<file path="src/rtl/fdc_pkg.sv">
// ============================================================================
// fdc_pkg
// Shared types and constants of the frame deframer with checksum check.
// ============================================================================
package fdc_pkg;

  // Frame geometry.
  localparam int unsigned POS_W = 10;
  localparam logic [POS_W-1:0] POS_MAX        = 10'd1023;
  localparam logic [POS_W-1:0] POS_DELIMITER  = 10'd0;
  localparam logic [POS_W-1:0] POS_LEN_HIGH   = 10'd1;
  localparam logic [POS_W-1:0] POS_LEN_LOW    = 10'd2;
  localparam logic [POS_W-1:0] SUM_START      = 10'd3;
  localparam logic [POS_W-1:0] HOST_POS       = 10'd4;
  localparam logic [POS_W-1:0] PAYLOAD_OFFSET = 10'd19;
  localparam logic [15:0]      HEADER_BYTES   = 16'd16;
  localparam logic [15:0]      MAX_FRAME_LEN  = 16'd511;
  localparam logic [15:0]      COUNT_MAX      = 16'd511;
  localparam logic [7:0]       CSUM_GOOD      = 8'hFF;

  // Configuration register indexes and reset values.
  localparam logic [1:0] CFG_DELIMITER  = 2'd0;
  localparam logic [1:0] CFG_MIN_LENGTH = 2'd1;
  localparam logic [1:0] CFG_MAX_LENGTH = 2'd2;
  localparam logic [7:0] DELIMITER_RST  = 8'h7E;
  localparam logic [8:0] MIN_LENGTH_RST = 9'd5;
  localparam logic [8:0] MAX_LENGTH_RST = 9'd511;

  // Result kinds.
  localparam logic KIND_PAYLOAD = 1'b0;
  localparam logic KIND_STATUS  = 1'b1;

  // End-of-frame status codes.
  typedef enum logic [2:0] {
    ST_OK        = 3'd0,
    ST_BAD_DELIM = 3'd1,
    ST_BAD_LEN   = 3'd2,
    ST_BAD_CSUM  = 3'd3,
    ST_SHORT     = 3'd4
  } status_e;

  typedef struct packed {
    logic [7:0] delimiter;
    logic [8:0] min_length;
    logic [8:0] max_length;
  } fdc_cfg_t;

  typedef struct packed {
    logic [POS_W-1:0] pos;
    logic [15:0]      frame_len;
    logic [7:0]       sum;
    logic             delim_ok;
    logic             host_req;
    logic             csum_seen;
  } fdc_state_t;

  typedef struct packed {
    logic       kind;
    logic [7:0] payload_byte;
    status_e    status;
    logic       host_request;
    logic [8:0] payload_count;
  } fdc_result_t;

endpackage

</file>
<file path="src/rtl/fdc_in_if.sv">
// ============================================================================
// fdc_in_if
// Byte stream channel into the deframer: one received byte per transfer.
// ============================================================================
interface fdc_in_if;
  logic       valid;
  logic       ready;
  logic [7:0] rx_byte;
  logic       end_of_buffer;

  modport source (output valid, output rx_byte, output end_of_buffer, input ready);
  modport sink   (input valid, input rx_byte, input end_of_buffer, output ready);
endinterface

</file>
<file path="src/rtl/fdc_out_if.sv">
// ============================================================================
// fdc_out_if
// Result channel of the deframer: payload bytes and end-of-frame status.
// ============================================================================
interface fdc_out_if;
  logic       valid;
  logic       ready;
  logic       kind;
  logic [7:0] payload_byte;
  logic [2:0] status;
  logic       host_request;
  logic [8:0] payload_count;

  modport source (output valid, output kind, output payload_byte, output status,
                  output host_request, output payload_count, input ready);
  modport sink   (input valid, input kind, input payload_byte, input status,
                  input host_request, input payload_count, output ready);
endinterface

</file>
<file path="src/rtl/frame_deframer_checksum_top.sv">
// ============================================================================
// frame_deframer_checksum_top
// Byte-wide frame deframer: checks delimiter, length range and checksum,
// passes payload bytes out and ends each buffer with a status result.
// ============================================================================
//
//  Channel   Dir  Handshake        Contents
//  rx_i      in   valid/ready      rx_byte, end_of_buffer
//  res_o     out  valid/ready      kind, payload_byte, status, host_request,
//                                  payload_count
//  cfg_*_i   in   write enable     index 0 delimiter, 1 min_length, 2 max_length
//
//  One byte is taken every cycle unless the result stalls; each byte is held
//  in the input register and its result, if any, is registered in the result
//  register. Checksum add and length compares form the single stage between.
//  Reset clears frame state and both valid flags; config takes reset values.
//  A stalled result stops the input register; bytes keep flowing as long as
//  the result register is empty or being taken.
//
module frame_deframer_checksum_top
  import fdc_pkg::*;
(
  input  logic          clk_i,
  input  logic          rst_ni,
  input  logic          cfg_we_i,
  input  logic [1:0]    cfg_idx_i,
  input  logic [8:0]    cfg_data_i,
  fdc_in_if.sink        rx_i,
  fdc_out_if.source     res_o
);

  fdc_cfg_t    cfg_q;
  fdc_state_t  state_q;
  fdc_state_t  state_d;
  logic        in_valid_q;
  logic [7:0]  in_byte_q;
  logic        in_eob_q;
  logic        out_valid_q;
  fdc_result_t out_q;
  fdc_result_t step_result;
  logic        step_has_result;
  logic        advance;
  logic        rx_ready;

  // Configuration registers.
  always_ff @(posedge clk_i or negedge rst_ni) begin
    if (!rst_ni) begin
      cfg_q.delimiter  <= DELIMITER_RST;
      cfg_q.min_length <= MIN_LENGTH_RST;
      cfg_q.max_length <= MAX_LENGTH_RST;
    end else if (cfg_we_i) begin
      unique case (cfg_idx_i)
        CFG_DELIMITER:  cfg_q.delimiter  <= cfg_data_i[7:0];
        CFG_MIN_LENGTH: cfg_q.min_length <= cfg_data_i;
        CFG_MAX_LENGTH: cfg_q.max_length <= cfg_data_i;
        default: ;
      endcase
    end
  end

  // The input register moves on when the result register can take its result.
  assign advance  = in_valid_q && (!out_valid_q || res_o.ready);
  assign rx_ready = !in_valid_q || advance;
  assign rx_i.ready = rx_ready;

  // Input register.
  always_ff @(posedge clk_i or negedge rst_ni) begin
    if (!rst_ni) begin
      in_valid_q <= 1'b0;
    end else if (rx_ready) begin
      in_valid_q <= rx_i.valid;
    end
  end

  always_ff @(posedge clk_i) begin
    if (rx_ready && rx_i.valid) begin
      in_byte_q <= rx_i.rx_byte;
      in_eob_q  <= rx_i.end_of_buffer;
    end
  end

  fdc_step u_step (
    .cfg_i        (cfg_q),
    .state_i      (state_q),
    .rx_byte_i    (in_byte_q),
    .eob_i        (in_eob_q),
    .state_o      (state_d),
    .has_result_o (step_has_result),
    .result_o     (step_result)
  );

  // Frame state advances once per byte leaving the input register.
  always_ff @(posedge clk_i or negedge rst_ni) begin
    if (!rst_ni) begin
      state_q <= '0;
    end else if (advance) begin
      state_q <= state_d;
    end
  end

  // Result register.
  always_ff @(posedge clk_i or negedge rst_ni) begin
    if (!rst_ni) begin
      out_valid_q <= 1'b0;
    end else if (advance) begin
      out_valid_q <= step_has_result;
    end else if (res_o.ready) begin
      out_valid_q <= 1'b0;
    end
  end

  always_ff @(posedge clk_i) begin
    if (advance && step_has_result) begin
      out_q <= step_result;
    end
  end

  assign res_o.valid         = out_valid_q;
  assign res_o.kind          = out_q.kind;
  assign res_o.payload_byte  = out_q.payload_byte;
  assign res_o.status        = out_q.status;
  assign res_o.host_request  = out_q.host_request;
  assign res_o.payload_count = out_q.payload_count;

  // An end-of-buffer byte restarts the frame.
  a_eob_restart : assert property (@(posedge clk_i) disable iff (!rst_ni)
    advance && in_eob_q |=> state_q.pos == '0)
    else $error("frame state not cleared after end of buffer");

  // Payload only flows for frames longer than the header.
  a_payload_count : assert property (@(posedge clk_i) disable iff (!rst_ni)
    out_valid_q && (out_q.kind == KIND_PAYLOAD) |-> out_q.payload_count != '0)
    else $error("payload result with zero payload count");

  // The checksum byte cannot come before the sum start.
  a_csum_pos : assert property (@(posedge clk_i) disable iff (!rst_ni)
    state_q.csum_seen |-> state_q.pos > SUM_START)
    else $error("checksum seen before its earliest position");

  // An empty result register never blocks the input.
  a_no_stall : assert property (@(posedge clk_i) disable iff (!rst_ni)
    !out_valid_q |-> rx_ready)
    else $error("input stalled with empty result register");

endmodule

</file>
<file path="src/rtl/fdc_step.sv">
// ============================================================================
// fdc_step
// Per-byte frame logic: next frame state and the result caused by one byte.
// ============================================================================
module fdc_step
  import fdc_pkg::*;
(
  input  fdc_cfg_t    cfg_i,
  input  fdc_state_t  state_i,
  input  logic [7:0]  rx_byte_i,
  input  logic        eob_i,
  output fdc_state_t  state_o,
  output logic        has_result_o,
  output fdc_result_t result_o
);

  fdc_state_t  upd;
  logic [15:0] len_next;
  logic [16:0] cs_pos;
  logic [16:0] pos_ext;
  logic        len_good;
  logic [15:0] count_raw;
  logic [8:0]  count;
  logic        payload_hit;

  assign pos_ext = {7'b0, state_i.pos};

  // Length field as it stands once this byte is taken.
  always_comb begin
    len_next = state_i.frame_len;
    if (state_i.pos == POS_LEN_HIGH) begin
      len_next = {rx_byte_i, 8'h00};
    end else if (state_i.pos == POS_LEN_LOW) begin
      len_next = {state_i.frame_len[15:8], rx_byte_i};
    end
  end

  // The checksum byte sits right after the length field's span.
  assign cs_pos = {1'b0, len_next} + {7'b0, SUM_START};

  // Header fields, position counter and running checksum.
  always_comb begin
    upd           = state_i;
    upd.frame_len = len_next;
    if (state_i.pos == POS_DELIMITER) begin
      upd.delim_ok = (rx_byte_i == cfg_i.delimiter);
    end
    if (state_i.pos == HOST_POS) begin
      upd.host_req = rx_byte_i[0];
    end
    if ((state_i.pos >= SUM_START) && (pos_ext <= cs_pos) && !state_i.csum_seen) begin
      upd.sum = state_i.sum + rx_byte_i;
      if (pos_ext == cs_pos) begin
        upd.csum_seen = 1'b1;
      end
    end
    if (state_i.pos != POS_MAX) begin
      upd.pos = state_i.pos + 10'd1;
    end
  end

  assign len_good = (upd.frame_len >= {7'b0, cfg_i.min_length}) &&
                    (upd.frame_len <= {7'b0, cfg_i.max_length}) &&
                    (upd.frame_len <= MAX_FRAME_LEN);

  // Payload count: length minus header, floored at zero, saturated.
  assign count_raw = upd.frame_len - HEADER_BYTES;
  always_comb begin
    if ((upd.pos < SUM_START) || (upd.frame_len <= HEADER_BYTES)) begin
      count = '0;
    end else if (count_raw > COUNT_MAX) begin
      count = COUNT_MAX[8:0];
    end else begin
      count = count_raw[8:0];
    end
  end

  assign payload_hit = (state_i.pos >= PAYLOAD_OFFSET) && (pos_ext < cs_pos) &&
                       (state_i.pos >= SUM_START) && upd.delim_ok && len_good;

  // Result selection and end-of-buffer restart.
  always_comb begin
    result_o               = '0;
    result_o.host_request  = upd.host_req;
    result_o.payload_count = count;
    result_o.status        = ST_OK;
    has_result_o           = 1'b0;
    state_o                = upd;
    if (eob_i) begin
      has_result_o  = 1'b1;
      result_o.kind = KIND_STATUS;
      priority if (!upd.delim_ok) begin
        result_o.status = ST_BAD_DELIM;
      end else if (state_i.pos < POS_LEN_LOW) begin
        result_o.status = ST_SHORT;
      end else if (!len_good) begin
        result_o.status = ST_BAD_LEN;
      end else if (!upd.csum_seen) begin
        result_o.status = ST_SHORT;
      end else if (upd.sum != CSUM_GOOD) begin
        result_o.status = ST_BAD_CSUM;
      end else begin
        result_o.status = ST_OK;
      end
      state_o = '0;
    end else if (payload_hit) begin
      has_result_o          = 1'b1;
      result_o.kind         = KIND_PAYLOAD;
      result_o.payload_byte = rx_byte_i;
    end
  end

endmodule
</file>
<file path="src/flat_wrapper.sv">
// flat-port wrapper written by rule: the top's interface ports become plain ports
module frame_deframer_checksum_top_flat import fdc_pkg::*;
  (clk_i, rst_ni, cfg_we_i, cfg_idx_i, cfg_data_i, rx_i_valid, rx_i_rx_byte, rx_i_end_of_buffer, rx_i_ready, res_o_valid, res_o_kind, res_o_payload_byte, res_o_status, res_o_host_request, res_o_payload_count, res_o_ready);
  fdc_in_if rx_i_i ();
  fdc_out_if res_o_i ();
  input  logic clk_i;
  input  logic rst_ni;
  input  logic cfg_we_i;
  input  logic [1:0] cfg_idx_i;
  input  logic [8:0] cfg_data_i;
  input wire logic [$bits(rx_i_i.valid)-1:0] rx_i_valid;
  input wire logic [$bits(rx_i_i.rx_byte)-1:0] rx_i_rx_byte;
  input wire logic [$bits(rx_i_i.end_of_buffer)-1:0] rx_i_end_of_buffer;
  output wire logic [$bits(rx_i_i.ready)-1:0] rx_i_ready;
  output wire logic [$bits(res_o_i.valid)-1:0] res_o_valid;
  output wire logic [$bits(res_o_i.kind)-1:0] res_o_kind;
  output wire logic [$bits(res_o_i.payload_byte)-1:0] res_o_payload_byte;
  output wire logic [$bits(res_o_i.status)-1:0] res_o_status;
  output wire logic [$bits(res_o_i.host_request)-1:0] res_o_host_request;
  output wire logic [$bits(res_o_i.payload_count)-1:0] res_o_payload_count;
  input wire logic [$bits(res_o_i.ready)-1:0] res_o_ready;
  assign rx_i_i.valid = rx_i_valid;
  assign rx_i_i.rx_byte = rx_i_rx_byte;
  assign rx_i_i.end_of_buffer = rx_i_end_of_buffer;
  assign rx_i_ready = rx_i_i.ready;
  assign res_o_valid = res_o_i.valid;
  assign res_o_kind = res_o_i.kind;
  assign res_o_payload_byte = res_o_i.payload_byte;
  assign res_o_status = res_o_i.status;
  assign res_o_host_request = res_o_i.host_request;
  assign res_o_payload_count = res_o_i.payload_count;
  assign res_o_i.ready = res_o_ready;
  frame_deframer_checksum_top u_core (.clk_i(clk_i), .rst_ni(rst_ni), .cfg_we_i(cfg_we_i), .cfg_idx_i(cfg_idx_i), .cfg_data_i(cfg_data_i), .rx_i(rx_i_i), .res_o(res_o_i));
endmodule
</file>
<file path="config.mk">
export PLATFORM = sky130hd
export DESIGN_NAME = frame_deframer_checksum_top_flat
export DESIGN_NICKNAME = d
export VERILOG_FILES = /design/src/rtl/fdc_pkg.sv /design/src/rtl/fdc_in_if.sv /design/src/rtl/fdc_out_if.sv /design/src/rtl/frame_deframer_checksum_top.sv /design/src/rtl/fdc_step.sv /design/src/flat_wrapper.sv
export SDC_FILE = /design/constraint.sdc
export NUM_CORES = 1
export LEC_CHECK = 0
export ABC_AREA = 1
export BUFFER_PORTS_ARGS = -buffer_cell sky130_fd_sc_hd__buf_2
export CORE_UTILIZATION = 30
export CTS_BUF_LIST = sky130_fd_sc_hd__clkbuf_4
export CTS_CLUSTER_SIZE = 28
export DETAILED_ROUTE_END_ITERATION = 12
export MAX_ROUTING_LAYER = met4
export PLACE_DENSITY = 0.48
export SLEW_MARGIN = 0
export SYNTH_ARGS = -nofsm -noshare
export SYNTH_HDL_FRONTEND = slang
export SYNTH_HIERARCHICAL = 1
export SYNTH_SLANG_ARGS = --single-unit
</file>
<file path="constraint.sdc">
create_clock -name clk_i -period 8.02 [get_ports clk_i]
set_clock_uncertainty 0.15 [all_clocks]
set_input_delay 2.005 -clock clk_i [delete_from_list [all_inputs] [get_ports clk_i]]
set_output_delay 2.005 -clock clk_i [all_outputs]
set_load 0.02 [all_outputs]
</file>
## Yosys cells after proc, flatten, opt, wreduce, memory -nomap -nowiden

Index checks and enable logic that the tools add are counted.

- Flip-flop bits (word level): 96
- Bits in latches: 0
- RAM bits: 0
- Memory bits (read-only): 0
- Output and inout port bits: 24
- Word-level logic and storage cells: 92
- Memories kept: 0

- $add $sub $neg: 4
- $mul: 0
- Divide/modulo/power cells: 0
- $lt $le $gt $ge: 11
- Eq/ne operators: 9
- Shift operators: 0
- Mux-type cells: 19
- Bitwise gates (word level): 3
- Reductions and logical operators: 26

Operators by type and width:

| kind | count |
|---|---|
| two-way mux 37 bit | 1 |
| < comparator 10 x 2 -> 1 bit, second input constant | 2 |
| adder 16 x 2 -> 17 bit, second input constant | 1 |
| == test 10 x 17 -> 1 bit | 1 |
| <= comparator 10 x 17 -> 1 bit | 1 |
| < comparator 10 x 17 -> 1 bit | 1 |
| >= comparator 16 x 9 -> 1 bit | 1 |
| > comparator 16 x 9 -> 1 bit, second input constant | 1 |
| <= comparator 16 x 5 -> 1 bit, second input constant | 1 |
| <= comparator 16 x 9 -> 1 bit | 1 |
| <= comparator 16 x 9 -> 1 bit, second input constant | 1 |
| two-way mux 16 bit | 1 |
| two-way mux 8 bit | 2 |
| subtractor 16 x 5 -> 16 bit, second input constant | 1 |
| logical AND 1 bit | 11 |
| adder 10 x 1 -> 10 bit, second input constant | 1 |
| == test 10 x 1 -> 1 bit, second input constant | 1 |
| == test 10 x 2 -> 1 bit, second input constant | 1 |
| == test 10 x 3 -> 1 bit, second input constant | 1 |
| >= comparator 10 x 2 -> 1 bit, second input constant | 1 |
| >= comparator 10 x 5 -> 1 bit, second input constant | 1 |
| logical NOT 10 bit | 1 |
| two-way mux 10 bit | 1 |
| != test 10 bit, second input constant | 1 |
| 17 further kinds | 36 |

## Depth between registers and ports, before layout

Gate-level depths: netlist of run 1.

- Depth after elaboration: 14
- Mapped depth: 31
- Depth with buffers taken out: 31

## Hierarchy

The synthesis of run 1 kept the hierarchy.

Modules (own cells, without submodules):

| module | times used | cells each | area each (µm²) | seq. area each (µm²) |
|---|---|---|---|---|
| frame_deframer_checksum_top | 1 | 319 | 3,587.2 | 2,578.7 |
| fdc_step | 1 | 530 | 3,160.5 | 0.0 |

## Least setup slack after synthesis of run 1

No wires, ideal clock.

- Path type: register -> register
- From: reg u_core/state_q[28] (netlist name)
- To: reg u_core.out_q (netlist bit u_core/res_o.host_request), enable pin
- Library setup time: 0.401 ns
- Arrival: 4.431 ns
- Required time: 7.469 ns
- Slack: 3.038 ns
- Stages on the path, launching flop included: 26
- Path through: dfrtp_1 > inv_1 > ha_1 > clkbuf_8 > nand2_8 > buf_12 > inv_1 > nor2_1 > ha_1 > nand2_1 > nor2_4 > nand2_1 > xor2_1 > ha_1 > nand4_1 > inv_1 > o21ai_0 > o211ai_1 > a21o_1 > nand3_1 > nor2_4 > a21oi_1 > nand3_1 > nand2_1 > inv_1 > nor2_1

- Longest elaborated chain between the ends: 12

Ends and longest elaborated chain:

| item | RTL line | source |
|---|---|---|
| start: declaration | frame_deframer_checksum_top.sv:33 | `fdc_state_t state_q;` |
| start signal: assignment | frame_deframer_checksum_top.sv:97 | `state_q <= state_d;` |
| == test 10 x 2 -> 1 bit | fdc_step.sv:33 | `end else if (state_i.pos == POS_LEN_LOW) begin` |
| two-way mux 8 bit | fdc_step.sv:33 |  |
| two-way mux 16 bit | fdc_step.sv:31 | `if (state_i.pos == POS_LEN_HIGH) begin` |
| adder 16 x 2 -> 17 bit | fdc_step.sv:39 | `assign cs_pos = {1'b0, len_next} + {7'b0, SUM_START};` |
| < comparator 10 x 17 -> 1 bit | fdc_step.sv:78 | `assign payload_hit = (state_i.pos >= PAYLOAD_OFFSET) && (pos_ext < cs_pos) &&` |
| logical AND 1 bit (2 in a row) | fdc_step.sv:78 |  |
| logical AND 1 bit | fdc_step.sv:79 | `(state_i.pos >= SUM_START) && upd.delim_ok && len_good;` |
| logical AND 1 bit * | fdc_step.sv:79 |  |
| two-way mux 1 bit * | fdc_step.sv:106 | `end else if (payload_hit) begin` |
| two-way mux 1 bit * | fdc_step.sv:89 | `if (eob_i) begin` |
| net u_core.step_has_result | frame_deframer_checksum_top.sv:41 | `logic step_has_result;` |
| logical AND 1 bit * | frame_deframer_checksum_top.sv:113 | `if (advance && step_has_result) begin` |
| end signal: assignment | frame_deframer_checksum_top.sv:114 | `out_q <= step_result;` |
| end: declaration | frame_deframer_checksum_top.sv:39 | `fdc_result_t out_q;` |

The timed path passes the listed nets; every way through them passes the cells marked *.
A chain may end at the register's enable or synchronous reset.

## Worst setup path in the final report of run 1

- From: reg u_core/state_q[27] (netlist name)
- To: reg u_core.out_q (netlist bit u_core/res_o.payload_count[5]), enable pin

The elaborated chain is that of the path after synthesis.

==> results of run 1 <==
worst register-to-register path, cell delays in order (launching register included):
cell	delay, ns
dfrtp_1	0.46
inv_1	0.18
ha_1	0.17
nand2_1	0.11
nor2_2	0.29
o21ai_0	0.18
nor2_1	0.38
ha_1	0.24
nand2_1	0.12
nor2_4	0.16
nand2_1	0.08
xor2_1	0.14
ha_1	0.31
nand4_1	0.14
inv_1	0.05
o21ai_0	0.06
o211ai_1	0.10
a21o_1	0.16
nand3_1	0.13
nor2_4	0.07
a21oi_1	0.12
nand3_1	0.26
nand2_1	0.14
inv_1	0.06
nor2_2	0.33
buf_4	0.34
layout make-up:
| cell class | count | share of cell area (%) |
|---|---|---|
| Multi-Input combinational cell | 620 | 48.7 |
| Sequential cell | 96 | 35.0 |
| Inverter | 108 | 5.50 |
| Tap cell | 280 | 4.76 |
| Timing Repair Buffer | 54 | 3.87 |
| Clock inverter | 7 | 1.21 |
| Clock buffer | 9 | 0.917 |
| Antenna cell | 1 | 0.0340 |
cell families (layout without fill, tap and decap cells):
logic type      Yosys count  count (layout)  share of synthesized area (%)
fa+ha+maj                47              47                           8.83
simple gates            470             470                           33.8
compound gates           72              72                           6.45
other cells               0               1                              0
flops                    96              96                           38.2
buf+inv                 133             178                           8.64
xor+xnor                 31              31                           4.02
registers in the layout, summed over array words and instances (netlist names), 3 cells and up:
name	cells
u_core/state_q	37
u_core/cfg_q	26
u_core/res_o.payload_count	9
u_core/in_byte_q	8
u_core/res_o.payload_byte	8
u_core/res_o.status	3
final timing paths:
check	startpoint	end	slack (ns)	depth (start not counted)
worst min register to register	u_core/cfg_q[1]	u_core/cfg_q[1]	0.32	2
max in group asynchronous	rst_ni	u_core/cfg_q[10]	5.56	2
worst max-delay path	u_core/state_q[27]	u_core/res_o.payload_count[5]	2.78	25
worst max register to register	u_core/state_q[27]	u_core/res_o.payload_count[5]	2.78	25
worst min-delay path	u_core/cfg_q[1]	u_core/cfg_q[1]	0.32	2
min in group asynchronous	rst_ni	u_core/in_valid_q	1.54	2
metrics by stage:
| step | std cells | hold WS, ns | area (um^2) |
|---|---|---|---|
| 2_1_floorplan | 849 | 0.286 | 6750 |
| 3_3_place_gp | 1158 | 0.303 | 7210 |
| 3_5_place_dp | 1158 | 0.308 | 7210 |
| 4_1_cts | 1174 | 0.332 | 7360 |
| 5_1_grt | 1175 | 0.346 | 7370 |
| 6_report | 1175 | 0.324 | 7370 |
power by group through the flow:
stage | Sequential, W | Combinational (W) | Clock, W
after global routing | 0.000661 | 0.00103 | 0.000321
after CTS | 0.000651 | 0.000909 | 0.000309
after detailed placement | 0.000661 | 0.000902 | 0
after floorplan | 0.000664 | 0.000670 | 0
final | 0.000650 | 0.000902 | 0.000293
after global placement | 0.000660 | 0.000910 | 0
synth_stat cells, drive strengths merged (11+ instances only):
master	number	area, um^2
inv	108	405
edfxtp	31	931
a21oi	27	143
o21ai	24	128
nand4	27	169
nor3	18	95.1
buf	18	141
nand3	91	538
dfrtp	48	1200
ha	46	576
dfstp	17	447
nor2	86	437
xnor2	11	96.3
xor2	20	175
nand2	239	982
cell usage in the layout (no fill, tap or decap), types with 3 or more instances in the layout:
master    Yosys  routed
dfstp_2      17      17
clkbuf_4      0       9
nand3_4       3       3
nor3_1       17      17
o31ai_1       4       4
buf_2         4      48
nand3b_1      5       5
o21a_1        6       6
nand2_2       9       9
dfrtp_1      48      48
nor2_4       10      10
a21oi_1      25      25
ha_1         46      46
nor2_2        9      10
nor2_1       66      65
nand2_4       4       4
inv_1        98      98
nand4_1      27      27
buf_4        10       6
nand3_1      79      79
o21ai_0      21      21
nand2_1     224     224
xnor2_1      11      11
nand3_2       9       9
inv_2        10      10
xor2_1       20      20
edfxtp_1     31      31
per-layer routing:
metal / vias to the layer above / wire (um) / GRT usage, %
met5: - / 0 / -
met4: 0 / 241 / 4.91
met3: 20 / 748 / 2.97
met2: 104 / 8690 / 28.2
met1: 2626 / 8620 / 21.4
li1: 2858 / - / -
==> impl_metrics.toml, run 1 <==
[cells_and_area]
layout.nets = 961
fillers = 2351
regArea_mm2 = 0.00258
areaGrowthSynthToFinish_pct = 9.18
multi_input_area_mm2 = 0.00359
final_util_pct = 33.5
drive_above_1_share_pct = 16.9

[logic_synthesis]
synth_warnings = 6
ys_ff_latch = 96
ys.flop_type = "dfrtp_1"
postSynth.asyncResetShare_pct = 67.7
synth_edf_count = 31
ys_types = 50
syn_nets = 921
synth_cells = 849
syn-cell-area_mm2 = 0.00675
seq_area_frac_synth_pct = 38.2
syn_avg_cell_area_um2 = 7.95

[placed_design]
port_buffers = 48
pre_cts_ws_ns = 2.83
place_congestion = 0.837
dpl.hpwl_mm = 13.3

[timing]
max_freq_mhz = 191
tightest_slew_ns = 0.924
worst_slack_ns = 2.78
drv_slew = 0
rsz0062_at_grt = "false"
setup_viol = 0
min_period_over_period_pct = 65.3
hold_viol_final = 0
timing.slew.headroom_pct = 38.4
tns_ns = 0
min_period_ns = 5.24

[cts]
htree_levels = 3
cts_hold_buf = 0
numCtsBuffers = 9
post-cts-setup-buffers = 0
root_buffer = "clkbuf_4"
cts_tree = "done"
cts_resized = 0
cts_max_path_buffers = 2
clkLatencyLatePin_ns = 0.50
cts.sinks = 96
cts.clk_slew.worst_paths_ns = 0.18

[route]
vias = 5608
ant_nets = 0
vias_per_cell = 4.77
wire_per_inst_um = 15.6
drt_iter0_markers = 321
drcViolationCount = 5
routed_wl_mm = 18.3
dr.pass1.iters = 11

[critical_path]
timing.critical_path.max_delay_family = "simple AND/OR/NAND/NOR gates"
required_ns = 8.05
arrival_ns = 5.27
max_stage_delay_ns = 0.46
cp_common_cell = "nand2_1"
crit_type = "flop to flop"
end_kind = "flop"
cp-start-kind = "flop"
path_max_fanout = 16
critPathBufInv = 4
slowest_stage = "dfrtp_1"

[power]
intPower_w = 0.000999
sw_frac_of_total_pct = 45.8
combPwrFrac_pct = 48.9
powerDensity_mw_per_mm2 = 250
p_leak_nw = 3.58
clkPwrFrac_pct = 15.9
p_total_w = 0.00184
seq_power_share_pct = 35.2
ir_drop_mv = 0.0739
switchingPower_w = 0.000846

[global_route]
grt_pass1_wl_mm = 30.0
grt_pass1_vias = 5569
antenna_found_initial = 1
grt_max_degree = 66
track_usage_pct = 17.1
overflow = 0

[floorplan]
die_h_um = 152
dieArea_mm2 = 0.0231
start_util_pct = 30.7
fp.coreArea_mm2 = 0.0220
die_w_um = 152
num_rows = 54
pin_count = 49

[run_status]
violations = "DRC"
status = "finished with violations"

[worst_hold_path]
hold_class = "flop to flop"

[run]
maxCapViolCount = 0
(Power assumes the default switching activity.)
==> run 2: changes to the inputs <==
==> constraint.sdc (replaced) <==
create_clock -name clk_i -period 5.3 [get_ports clk_i]
set_clock_uncertainty 0.15 [all_clocks]
set_input_delay 1.325 -clock clk_i [delete_from_list [all_inputs] [get_ports clk_i]]
set_output_delay 1.325 -clock clk_i [all_outputs]
set_load 0.02 [all_outputs]
==> impl_metrics.toml, run 2 (synthesis gave the netlist of run 1 again) <==
[run_status]
status = "finished with violations"
violations = "DRC"

[floorplan]
pin_count = 49
num_rows = 54
die_h_um = 152
die_w_um = 152
dieArea_mm2 = 0.0231
fp.coreArea_mm2 = 0.0220
start_util_pct = 30.7

[global_route]
track_usage_pct = 16.7
antenna_found_initial = 2
grt_max_degree = 49
overflow = 0
grt_pass1_wl_mm = 29.3
grt_pass1_vias = 5407

[route]
drcViolationCount = 6
drt_iter0_markers = 320
vias = 5603
wire_per_inst_um = 15.3
ant_nets = 0
vias_per_cell = 4.75
dr.pass1.iters = 9
routed_wl_mm = 18.0

[cells_and_area]
drive_above_1_share_pct = 17.3
most-common-layout-cells = "nand2_1, inv_1, nand3_1"
top_register = "u_core/state_q"
layout.nets = 964
layout_commonest_cell = "nand2_1"
largest_reg_flops = 37
areaGrowthSynthToFinish_pct = 9.09
final_util_pct = 33.5

[placed_design]
dpl.hpwl_mm = 13.3
pre_cts_ws_ns = 0.446
port_buffers = 48
place_congestion = 0.883

[worst_hold_path]
hold_class = "flop to flop"

[cts]
cts_max_path_buffers = 2
cts_hold_buf = 0
cts.clk_slew.worst_paths_ns = 0.15
cts.sinks = 96
clkLatencyLatePin_ns = 0.49
root_buffer = "clkbuf_4"
numCtsBuffers = 9
htree_levels = 3
cts_tree = "done"

[critical_path]
cp_common_cell = "nand2_1"
max_stage_delay_ns = 0.46
slowest_stage = "dfrtp_1"
crit_type = "flop to flop"
arrival_ns = 4.88
reg2reg_setup_slack_ns = 0.51
cp-start-kind = "flop"
end_kind = "flop"
required_ns = 5.39
path_max_fanout = 9

[timing]
min_period_ns = 4.79
timing.slew.headroom_pct = 55.5
setup_viol = 0
min_period_over_period_pct = 90.4
worst_slack_ns = 0.511
tns_ns = 0
max_freq_mhz = 209
rsz0062_at_grt = "false"
hold_viol_final = 0
tightest_slew_ns = 0.665
fin_hold_ws_ns = 0.322
drv_slew = 0

[power]
p_leak_nw = 3.58
powerDensity_mw_per_mm2 = 373
p_total_w = 0.00274
ir_drop_mv = 0.115

[run]
maxCapViolCount = 0
run 2: cell types whose count changed in the layout (fill, tap and decap cells not counted), sizes merged:
cell / before / now
buf: 54 / 57
bufinv: 1 / 0
diode: 1 / 2
inv: 111 / 112
run 2: critical path: cells and delay by family, from the launching register on:
family,cells,cell delay [ns]
AOI/OAI and AO/OA,5,0.56
xor gates and xnor gates,1,0.14
adders and majority gates,3,0.72
buffers and inverters,2,0.25
DFF,1,0.46
and+or+nand+nor,17,2.24
run 2: through the flow:
stage | std cells | instance area [um^2]
after floorplan | 849 | 6750
after global placement | 1161 | 7230
after detailed placement | 1161 | 7230
after CTS | 1177 | 7350
after global routing | 1179 | 7360
final | 1179 | 7360
run 2: final timing paths:
kind                               startpoint                     end  depth (start not counted)
max                        u_core/state_q[27]  u_core/res_o.status[1]                         28
min                           u_core/cfg_q[4]         u_core/cfg_q[4]                          2
max reg2reg                u_core/state_q[27]  u_core/res_o.status[1]                         28
min reg2reg                   u_core/cfg_q[4]         u_core/cfg_q[4]                          2
max in group asynchronous              rst_ni      u_core/state_q[12]                          2
min in group asynchronous              rst_ni       u_core/in_valid_q                          1
run 2: routing by layer:
layer  GRT usage [%]  vias up  share of wire [%]
li1                -     2865                  -
met1            22.1     2621                 48
met4            4.52        0                1.3
met5               -        -                  0
met3            2.22       18                3.2
met2            26.7       99                 47
run 2: power breakdown:
part / internal, W / total (W) / switching (W)
combinational: 0.000454 / 0.00137 / 0.000918
clock: 0.000103 / 0.000384 / 0.000281
sequential: 0.000907 / 0.000986 / 0.0000792
run 2: what timing repair did:
item | in CTS | in global routing
endpoints found under the setup margin | 0 | 2
resized for setup | 0 | 1
buffers inserted | 0 | 0
endpoints found under the hold margin | 0 | 0
run 2: layout make-up:
| class | count | area (um^2) |
|---|---|---|
| clock inverters | 7 | 55.1 |
| diodes | 2 | 5.00 |
| repair buffers | 57 | 308 |
| clock buffers | 9 | 67.6 |
| fillers | 2339 | 14600 |
| flip-flops and latches | 96 | 2580 |
| multi-input cells | 620 | 3590 |
| inverters | 108 | 405 |
| well taps | 280 | 350 |
